## src/hw/rtl/u8san_pkg.sv

```systemverilog
`timescale 1ns / 1ps

package u8san_pkg;

  typedef logic [7:0] byte_t;
  typedef logic [1:0] held_cnt_t;
  typedef logic [2:0] seq_len_t;
  typedef logic [2:0] run_cnt_t;

  localparam int unsigned HeldDepth = 3;
  localparam int unsigned RunMax    = 4;

  localparam byte_t    REPL_RESET = 8'h3F;
  localparam seq_len_t LEN_NONE   = 3'd0;
  localparam seq_len_t LEN_TWO    = 3'd2;
  localparam seq_len_t LEN_THREE  = 3'd3;
  localparam seq_len_t LEN_FOUR   = 3'd4;

endpackage

```

## src/hw/rtl/utf8_stream_sanitizer.sv

```systemverilog
`timescale 1ns / 1ps

// Channel  Direction  Handshake             Payload
// in       sink       in_valid / in_stall   in_byte
// out      source     out_valid / out_stall out_byte, last_of_run
// cfg      sink       cfg_write_en          cfg_write_data
//
// Each accepted request loads its results into a four byte output buffer.
// Requests that give zero or one byte flow at one per cycle while the output is not stalled.
// A request that gives more than one byte holds the input stalled while the buffer drains.
// Reset is synchronous; it empties the buffer, drops held bytes and restores '?'.
// Output stall freezes the buffer; input is stalled only while the buffer is still busy.

module utf8_stream_sanitizer (
  input  logic              clk,
  input  logic              rst,
  input  logic              in_valid,
  output logic              in_stall,
  input  u8san_pkg::byte_t  in_byte,
  output logic              out_valid,
  input  logic              out_stall,
  output u8san_pkg::byte_t  out_byte,
  output logic              last_of_run,
  input  logic              cfg_write_en,
  input  u8san_pkg::byte_t  cfg_write_data
);

  import u8san_pkg::*;

  byte_t     replacement_byte;
  byte_t     held_bytes [HeldDepth];
  held_cnt_t held_count;
  held_cnt_t held_count_next;
  seq_len_t  expected_length;
  seq_len_t  expected_length_next;
  byte_t     obuf [RunMax];
  run_cnt_t  ocnt;

  logic      in_accept;
  logic      out_pop;
  logic      fresh_emit;
  byte_t     fresh_byte;
  seq_len_t  fresh_len;
  logic      is_cont;
  logic      complete;
  logic      held_wr;
  held_cnt_t held_wr_idx;
  byte_t     res_bytes [RunMax];
  run_cnt_t  res_cnt;

  assign out_valid   = (ocnt != '0);
  assign out_byte    = obuf[0];
  assign last_of_run = (ocnt == run_cnt_t'(1));
  assign out_pop     = out_valid && !out_stall;
  assign in_stall    = !((ocnt == '0) || ((ocnt == run_cnt_t'(1)) && out_pop));
  assign in_accept   = in_valid && !in_stall;

  assign is_cont  = (in_byte[7:6] == 2'b10);
  assign complete = ({1'b0, held_count} + 3'd1) >= expected_length;

  always_comb begin
    fresh_emit = 1'b1;
    fresh_byte = replacement_byte;
    fresh_len  = LEN_NONE;
    if (!in_byte[7]) begin
      fresh_byte = in_byte;
    end else if (!in_byte[6]) begin
      fresh_byte = replacement_byte;
    end else if (!in_byte[5]) begin
      fresh_emit = 1'b0;
      fresh_len  = LEN_TWO;
    end else if (!in_byte[4]) begin
      fresh_emit = 1'b0;
      fresh_len  = LEN_THREE;
    end else if (!in_byte[3]) begin
      fresh_emit = 1'b0;
      fresh_len  = LEN_FOUR;
    end
  end

  always_comb begin
    for (int i = 0; i < RunMax; i++) begin
      res_bytes[i] = in_byte;
    end
    res_cnt              = '0;
    held_count_next      = held_count;
    expected_length_next = expected_length;
    held_wr              = 1'b0;
    held_wr_idx          = '0;

    if (held_count == '0) begin
      res_bytes[0] = fresh_byte;
      res_cnt      = run_cnt_t'(fresh_emit);
      if (!fresh_emit) begin
        held_wr              = 1'b1;
        held_count_next      = held_cnt_t'(1);
        expected_length_next = fresh_len;
      end
    end else if (is_cont && !complete) begin
      held_wr         = 1'b1;
      held_wr_idx     = held_count;
      held_count_next = held_count + held_cnt_t'(1);
    end else begin
      for (int i = 0; i < HeldDepth; i++) begin
        if (held_cnt_t'(i) < held_count) begin
          res_bytes[i] = is_cont ? held_bytes[i] : replacement_byte;
        end
      end
      res_bytes[held_count] = is_cont ? in_byte : fresh_byte;
      res_cnt = {1'b0, held_count} + run_cnt_t'(is_cont || fresh_emit);
      held_count_next      = '0;
      expected_length_next = LEN_NONE;
      if (!is_cont && !fresh_emit) begin
        held_wr              = 1'b1;
        held_count_next      = held_cnt_t'(1);
        expected_length_next = fresh_len;
      end
    end
  end

  always_ff @(posedge clk) begin
    if (rst) begin
      replacement_byte <= REPL_RESET;
    end else if (cfg_write_en) begin
      replacement_byte <= cfg_write_data;
    end
  end

  always_ff @(posedge clk) begin
    if (rst) begin
      held_count      <= '0;
      expected_length <= LEN_NONE;
    end else if (in_accept) begin
      held_count      <= held_count_next;
      expected_length <= expected_length_next;
    end
  end

  always_ff @(posedge clk) begin
    if (in_accept && held_wr) begin
      held_bytes[held_wr_idx] <= in_byte;
    end
  end

  always_ff @(posedge clk) begin
    if (rst) begin
      ocnt <= '0;
    end else if (in_accept) begin
      ocnt <= res_cnt;
    end else if (out_pop) begin
      ocnt <= ocnt - run_cnt_t'(1);
    end
  end

  always_ff @(posedge clk) begin
    if (in_accept) begin
      for (int i = 0; i < RunMax; i++) begin
        obuf[i] <= res_bytes[i];
      end
    end else if (out_pop) begin
      for (int i = 0; i < RunMax - 1; i++) begin
        obuf[i] <= obuf[i + 1];
      end
    end
  end

endmodule

```

## config.mk

```make
export PLATFORM = sky130hd
export DESIGN_NAME = utf8_stream_sanitizer
export DESIGN_NICKNAME = d
export VERILOG_FILES = /design/src/hw/rtl/u8san_pkg.sv /design/src/hw/rtl/utf8_stream_sanitizer.sv
export SDC_FILE = /design/constraint.sdc
export NUM_CORES = 1
export LEC_CHECK = 0
export BUFFER_PORTS_ARGS = -buffer_cell sky130_fd_sc_hd__buf_2
export CAP_MARGIN = 0
export CORE_MARGIN = 2
export CORE_UTILIZATION = 25
export CTS_BUF_LIST = sky130_fd_sc_hd__clkbuf_2
export CTS_CLUSTER_SIZE = 24
export DETAILED_ROUTE_END_ITERATION = 16
export HOLD_SLACK_MARGIN = 0.1
export SYNTH_ARGS = -nofsm -noshare
export SYNTH_HDL_FRONTEND = slang
export SYNTH_SLANG_ARGS = --single-unit
```

## constraint.sdc

```tcl
create_clock -name clk -period 4.7 [get_ports clk]
set_input_delay 0 -clock clk [delete_from_list [all_inputs] [get_ports clk]]
set_output_delay 0 -clock clk [all_outputs]
set_load 0.05 [all_outputs]
```

* Yosys cells after proc, flatten, opt, wreduce, memory -nomap -nowiden
Memories as Yosys holds them, arrays and structs flattened.
Cells that the tools add are included.
W data, S select, Z words.
** Storage, ports and cells
- Register bits after elaboration :: 16
- Bits in writable memories :: 56
- Input port bits :: 21
- Output and inout bits :: 11
- Memories :: 2
** Operators by class
- Add/sub/neg operators :: 4
- Order comparisons :: 6
- Equal/unequal tests :: 4
- Muxes and demuxes :: 58
- Bitwise gates (word level) :: 4
- Reduce and logical (&&, ||, !) cells :: 20
** Memories
- obuf :: depth 4, bits a word 8, rd ports 4, clocked after memory_dff 0, wr ports 4, line utf8_stream_sanitizer.sv:36 : byte_t obuf [RunMax];
- held_bytes :: depth 3, bits a word 8, rd ports 3, clocked after memory_dff 0, wr ports 1, line utf8_stream_sanitizer.sv:31 : byte_t held_bytes [HeldDepth];
** Operator list (number)
- $mux W8 :: 19
- $mux W3 :: 13
- $bwmux W32 :: 1
- $mux W32 :: 1
- $mux W24 :: 1
- $mux W1 :: 17
- $demux W8 S2 :: 1
- $mux W2 :: 5
- $logic_and A1 B1 Y1 :: 7
- $logic_not A1 Y1 :: 5
- $lt A1 B2 Y1 const A :: 2
- $ne A2 B2 Y1 const B :: 2
- $add A2 B1 Y3 :: 1
- $add A2 B1 Y3 const B :: 1
- $eq A3 B1 Y1 const B :: 1
- $ge A3 B3 Y1 :: 1
- $ge A3 B3 Y1 const B :: 1
- $logic_not A3 Y1 :: 1
- $lt A3 B1 Y1 const B :: 1
- $not A2 Y3 :: 1
- $or A1 B1 Y1 :: 3
- $reduce_and A3 Y1 :: 1
- $reduce_bool A3 Y1 :: 1
- $sub A3 B1 Y3 const B :: 1
- other kinds (7) :: 8

* Logic depth before layout (Yosys ltp)
Gate-level depths: netlist of run 1.
- Depth in word-level cells :: 13
- Gate-level depth with buffers :: 8

* Least setup slack after synthesis of run 1
Ideal clock, no wire load.
- Path type :: reg2reg
- From :: register held_count[0]
- To :: memory held_bytes[1][0] in the netlist's numbering, enable pin
- Arrival :: 2.260 ns
- Path slack :: 2.045 ns
- Cell stages (with the launch flop) :: 7
- Buffers on the path :: 0
- Path through :: dfxtp_1 inv_1 ha_1 ha_1 a21oi_1 o211ai_2 nor4_1
** Between the ends
- Word-level cells in the longest chain between the ends :: 9
** RTL lines
- from (decl) :: line utf8_stream_sanitizer.sv:32 : held_cnt_t held_count;
- from (signal assigned) :: line utf8_stream_sanitizer.sv:134 : held_count <= held_count_next;
- $add A2 B1 Y3 :: line utf8_stream_sanitizer.sv:59 : assign complete = ({1'b0, held_count} + 3'd1) >= expected_length;
- $ge A3 B3 Y1 :: line utf8_stream_sanitizer.sv:59
- $logic_not A1 Y1 :: line utf8_stream_sanitizer.sv:99 : end else if (is_cont && !complete) begin
- $logic_and A1 B1 Y1 :: line utf8_stream_sanitizer.sv:99
- $mux W1 :: line utf8_stream_sanitizer.sv:99
- $mux W1 :: line utf8_stream_sanitizer.sv:91 : if (held_count == '0) begin
- $logic_and A1 B1 Y1 :: line utf8_stream_sanitizer.sv:140 : if (in_accept && held_wr) begin
- $mux W1 :: line utf8_stream_sanitizer.sv:140
- $mux W1 (not written as such) :: line utf8_stream_sanitizer.sv:141 : held_bytes[held_wr_idx] <= in_byte;
- to (decl) :: line utf8_stream_sanitizer.sv:31
Several ways; a longest one is shown, not always the timed one.

* Final worst setup path of run 1
- From :: register held_count[1]
- To :: register expected_length[2]
** Between the ends
- Word-level cells in the longest chain between the ends :: 6
** RTL lines
- $add A2 B1 Y3 :: line utf8_stream_sanitizer.sv:59
- $ge A3 B3 Y1 :: line utf8_stream_sanitizer.sv:59
- $logic_not A1 Y1 :: line utf8_stream_sanitizer.sv:99
- $logic_and A1 B1 Y1 :: line utf8_stream_sanitizer.sv:99
- $ne A2 B2 Y1 (no source line)
- $reduce_and A3 Y1 (no source line)
- to (signal assigned) :: line utf8_stream_sanitizer.sv:135 : expected_length <= expected_length_next;
- to (decl) :: line utf8_stream_sanitizer.sv:34 : seq_len_t expected_length;
Several ways; a longest one is shown, not always the timed one.
A chain may end at the register's enable or synchronous reset.

==> results of run 1 <==
[layout make-up]
| cell class | instances | area [um2] | share of cell area [%] |
|---|---|---|---|
| well taps | 188 | 235.2 | 4.993 |
| repair buffers | 72 | 558.0 | 11.85 |
| flip-flops and latches | 72 | 2002 | 42.50 |
| clock inverters | 7 | 110.1 | 2.337 |
| clock buffers | 9 | 45.04 | 0.9562 |
| multi-input cells | 260 | 1682 | 35.70 |
| inverters | 21 | 78.83 | 1.673 |
[state kept, by name (all words and copies together) (netlist names)]
name,flops
replacement_byte,8
ocnt,3
expected_length,3
obuf,32
held_count,2
held_bytes,24
[metal layers]
layer	vias up	track usage [%]	part of all wire (%)
met5	-	0	0
met2	107	22.59	47
met3	8	4.132	6.1
met4	0	2.844	0.91
met1	1497	18.31	46
li1	1510	-	-
[worst reg2reg max path, stage by stage (launching register included)]
cell and delay [ps]:
dfxtp_1 720, inv_1 210, ha_1 340, ha_1 350
nand2_1 100, o211ai_2 310, nand3_1 230, or4_1 480
a21oi_1 150, dlygate4sd3_1 560
[per-stage QoR]
stage | area (um2) | std cells | worst slack (ps) | utilization, %
after global routing | 4711 | 629 | 899.1 | 31.10
after global placement | 4175 | 575 | 1530 | 27.57
final | 4711 | 629 | 1220 | 31.10
after detailed placement | 4175 | 575 | 1293 | 27.57
after floorplan | 3854 | 372 | 2045 | -
after CTS | 4711 | 629 | 1238 | 31.10
[power breakdown]
group / internal [uW] / switching [uW] / total, uW
clock network: 225 / 229 / 453
registers: 831 / 44.9 / 876
logic: 196 / 433 / 629
total: 1250 / 706 / 1960
[path summary, 6_finish.rpt]
path / startpoint / endpoint / slack (ps) / cells after the start
min reg2reg: expected_length[1]$_SDFFE_PP0P_ / expected_length[1]$_SDFFE_PP0P_ / 480 / 2
max: held_count[1]$_SDFFE_PP0P_ / expected_length[2]$_SDFFE_PP0P_ / 1220 / 9
max reg2reg: held_count[1]$_SDFFE_PP0P_ / expected_length[2]$_SDFFE_PP0P_ / 1220 / 9
min: rst / held_count[1]$_SDFFE_PP0P_ / 300 / 3
[logic make-up after synthesis]
group | share of synthesized area, %
mux | 4.643
flops | 51.95
simple gates | 16.53
fa+ha+maj | 3.896
buf+inv | 4.513
xor+xnor | 0.2273
compound gates | 18.25
[what timing repair did]
item                      4_1_cts  5_1_grt
gates resized for setup         0        0
hold endpoints to repair       63        0
hold buffers                   38        0
[cells in the final DEF, fill, tap and decap left out, types with 2 or more instances in the layout]
cell | netlist | layout
nand2b_1 | 4 | 4
mux2i_1 | 10 | 10
nor2_1 | 34 | 34
o31a_1 | 2 | 2
and2_1 | 3 | 3
nand3_1 | 10 | 10
a211oi_2 | 2 | 2
edfxtp_1 | 56 | 56
dlygate4sd3_1 | 0 | 38
bufinv_16 | 0 | 3
o32a_1 | 6 | 6
a221oi_2 | 6 | 6
buf_2 | 4 | 31
nor2b_1 | 7 | 7
o22ai_1 | 10 | 10
o21ai_0 | 14 | 14
or4_1 | 3 | 3
a21oi_1 | 20 | 20
nor3_1 | 12 | 12
clkbuf_2 | 0 | 9
nor3b_1 | 2 | 2
a31oi_1 | 7 | 7
clkinv_1 | 0 | 2
o211ai_1 | 8 | 8
inv_1 | 21 | 21
ha_1 | 12 | 12
nand2_1 | 49 | 49
dfxtp_1 | 16 | 16
nor4_1 | 3 | 3
mux2_2 | 7 | 7
o21ai_2 | 1 | 2
nor2_2 | 2 | 2
a21o_1 | 4 | 4
or3_1 | 2 | 2
buf_4 | 1 | 3
==> flow_metrics.tcl, run 1 <==
set metrics [dict create \
    required_ps 5190 \
    numCtsBuffers 9 \
    post_cts_buffers 0 \
    ant_nets 0 \
    period_share_pct 74.05 \
    routed_wl_mm 10.81 \
    crit_chain "inv_1, ha_1, ha_1, nand2_1, o211ai_2, nand3_1, or4_1, a21oi_1, dlygate4sd3_1" \
    insertion_delay_ps 530 \
    worst_path_max_delay_cell "dfxtp_1" \
    grt_first_pass_wirelength_mm 17.33 \
    yosys-top-cells-count "edfxtp_1 (56), nand2_1 (49), nor2_1 (34), inv_1 (21), a21oi_1 (20)" \
    grt_max_degree 36 \
    h-tree-depth 3 \
    drtIter0Drc 241 \
    rows 45 \
    areaGrowthSynthToFinish_pct 22.24 \
    finalClockSkew_ps 27.98 \
    crit_buf_inv 2 \
    crit_type "reg -> reg" \
    synth_most_common_cell "edfxtp_1" \
    syn_inst 372 \
    yosysUniqueCellTypes 53 \
    hp-class "in -> reg" \
    synth.net_count 405 \
    hpwl_mm 7.221 \
    gp_congestion 0.8303 \
    cts.sinks 72 \
    synth.area.top_cells "edfxtp_1 (44%), dfxtp_1 (8.3%), nand2_1 (4.8%), ha_1 (3.9%), nor2_1 (3.3%)" \
    p_leak_uw 0.001739 \
    critPathCaptureType "register" \
    synth_warnings 0 \
    die_w_um 128.2 \
    synth_seq_cells 72 \
    die_area_um2 16420 \
    maxSlewViolCount 0 \
    grt_usage_pct 13.86 \
    seq_area_frac_synth_pct 51.95 \
    peakVddDrop_uv 297.5 \
    pin_count 32 \
    drcViolationCount 0 \
    die_h_um 128.2 \
    run_status "completed" \
    slowest_delay_ps 720 \
    path_max_fanout 17 \
    ys.flop_type "edfxtp_1" \
    synth.avg_cell_area_um2 10.36 \
    cts_max_path_buffers 2 \
    synth_edf_count 56 \
    layout-drive-gt1-share_pct 16.33 \
    cts_root_buf "clkbuf_2" \
    clock.fmax_mhz 287.3 \
    grt_antenna_before_repair 0 \
    first_pass_iters 6 \
    synthArstFlopShare_pct 0 \
    hold_viol 0 \
    finalCriticalPeriod_ps 3480 \
    yosysTopAreaCell "edfxtp_1" \
    cp-start-kind "register" \
    cp_top_family "simple AND/OR/NAND/NOR gates" \
    fin_total_pwr_uw 1958 \
    worst_pin_slew_ps 969.7 \
    grt_overflow_total 0 \
    slew_headroom_pct 35.22 \
    holdWs_ps 296.5 \
    dr_total_vias 3122 \
    yosys.area.top_type_share_pct 43.64 \
    clk_pin_slew_ps 210 \
    crit_arrival_ps 3980 \
    num-fill-cells 1538 \
    p_per_area_nw_per_um2 415.7 \
    final-setup-viol-count 0 \
    core_region_area_um2 15150 \
    port-buffer-count 31 \
    syn_area_um2 3854 \
    tritoncts "built" \
    layout.nets 469 \
    antenna_cells 0 \
    maxCapViolCount 0 \
    fin_setup_tns_ps 0 \
    start_util_pct 25.44 \
    crit_top_cell "ha_1" \
    grt_pass1_vias 3174 \
    rsz0062_at_grt "no" \
    viasPerCell 4.963 \
    wire_per_inst_um 17.18 \
]
Power figures use the tool's default switching activity.
==> inputs of run 2 (changes only) <==
==> constraint.sdc (replaced) <==
create_clock -name clk -period 3.6 [get_ports clk]
set_input_delay 0 -clock clk [delete_from_list [all_inputs] [get_ports clk]]
set_output_delay 0 -clock clk [all_outputs]
set_load 0.05 [all_outputs]
==> run 2 against run 1 <==
Net effect:
- non-clock buffer count increased by 3
- global-route usage decreased by 0.62 points
- cell area increased by 0.77%
- combinational power increased by 29%
- sequential power increased by 30%
- critical path depth unchanged
- highest routed layer unchanged
==> flow_metrics.tcl, run 2 (same netlist as run 1, synthesis figures left out) <==
set metrics [dict create \
    hold_viol 0 \
    p_per_area_nw_per_um2 544.1 \
    fin_setup_tns_ps 0 \
    period_share_pct 92.88 \
    num-fill-cells 1559 \
    core_region_area_um2 15150 \
    insertion_delay_ps 540 \
    fin_area_um2 4747 \
    die_area_um2 16420 \
    gp_congestion 0.8958 \
    drtIter0Drc 353 \
    dp_slack_ps 554.8 \
    antenna_cells 0 \
    die_h_um 128.2 \
    required_ps 4090 \
    die_w_um 128.2 \
    cp-start-kind "register" \
    grt_usage_pct 13.24 \
    routed_wl_mm 10.60 \
    ant_nets 0 \
    grt_overflow_total 0 \
    maxCapViolCount 0 \
    crit_type "reg -> reg" \
    peakVddDrop_uv 261.6 \
    finalClockSkew_ps 22.07 \
    path_max_fanout 8 \
    layout.area.seq_um2 2003 \
    dp.cells 577 \
    viasPerCell 5.046 \
    hpwl_mm 7.282 \
    cts_root_buf "clkbuf_2" \
    layout_common_cells "edfxtp_1 (56), nand2_1 (49), dlygate4sd3_1 (39), nor2_1 (34), buf_2 (31)" \
    drcViolationCount 0 \
    h-tree-depth 3 \
    run_status "completed" \
    cts.sinks 72 \
    slew_headroom_pct 41.88 \
    start_util_pct 25.44 \
    clk_pin_slew_ps 210 \
    grt_pass1_vias 3159 \
    worst_pin_slew_ps 870.0 \
    worst_slack_ps 256.5 \
    final_common_cell "edfxtp_1" \
    finalCriticalPeriod_ps 3344 \
    first_pass_iters 5 \
    areaGrowthSynthToFinish_pct 23.18 \
    grt_max_degree 36 \
    layout-drive-gt1-share_pct 17.34 \
    cts_max_path_buffers 2 \
    layout.cells.non_filler 632 \
    regMostFlops "obuf" \
    rows 45 \
    multi_input_area_um2 1682 \
    numCtsBuffers 9 \
    place_area_um2 4190 \
    largest_register_ffs 32 \
    grt_first_pass_wirelength_mm 16.77 \
    final-setup-viol-count 0 \
    p_leak_uw 0.001757 \
    dr_total_vias 3189 \
    critPathCaptureType "register" \
    rsz0062_at_grt "no" \
    hp-class "in -> reg" \
    reg_top3 "obuf x32, held_bytes x24, replacement_byte x8" \
    tritoncts "built" \
    fin_util_pct 31.34 \
    wire_per_inst_um 16.78 \
    maxSlewViolCount 0 \
    clock.fmax_mhz 299.1 \
    port-buffer-count 31 \
    grt_antenna_before_repair 0 \
    layout.nets 472 \
    crit_arrival_ps 3830 \
    pin_count 32 \
]
## run 2: cell count changes in the layout (fill, tap and decap cells not counted)
cell	delta
buf_4	+2
clkinv_1	-2
clkinv_4	+2
dfxtp_1	-1
dfxtp_2	+1
dlygate4sd3_1	+1
## run 2: area by class of cell
cell class | count | area share (%)
clock buffer | 9 | 0.9489
clock inverter | 7 | 2.530
inverter | 21 | 1.661
multi-input combinational | 260 | 35.42
sequential | 72 | 42.20
tap | 188 | 4.955
timing repair buffer | 75 | 12.28
## run 2: power by group
part,internal (uW),switching (uW),total [uW]
Combinational,257,556,812
Sequential,1090,59.9,1140
Clock,300,325,625
Total,1640,941,2580
## run 2: final timing paths
kind                                                      start                               to  slack, ps  cells after the start
worst max-delay path                 held_count[0]$_SDFFE_PP0P_  expected_length[2]$_SDFFE_PP0P_        260                      9
worst min-delay path                                        rst  expected_length[1]$_SDFFE_PP0P_        310                      3
worst max register to register       held_count[0]$_SDFFE_PP0P_  expected_length[2]$_SDFFE_PP0P_        260                      9
worst min register to register  expected_length[1]$_SDFFE_PP0P_  expected_length[1]$_SDFFE_PP0P_        480                      2
## run 2: repair_timing
item,CTS,global route
gates resized for setup,0,1
endpoints found under the setup margin,0,3
endpoints found under the hold margin,63,0
hold buffers,39,0
setup buffers,0,0
## run 2: critical path, cell delays in order, from the launching register on
cell	delay, ps
dfxtp_1	550
inv_1	170
ha_1	340
ha_1	350
nand2_1	110
o211ai_2	300
nand3_1	280
or4_1	490
a21oi_1	160
dlygate4sd3_1	560
## run 2: metrics by stage
step / power (uW) / hold WS (ps)
after global routing: 2703 / 289.8
after global placement: 1926 / 214.0
after detailed placement: 1944 / 221.0
after CTS: 2586 / 293.1
final: 2583 / 308.2
after floorplan: 1736 / 98.87
## run 2: routing by layer
metal,vias up,share of wire (%),GRT usage [%]
met4,0,1.0,3.749
met1,1535,46,18.19
met3,11,6.5,2.421
met2,133,47,21.36
met5,-,0,0
li1,1510,-,-
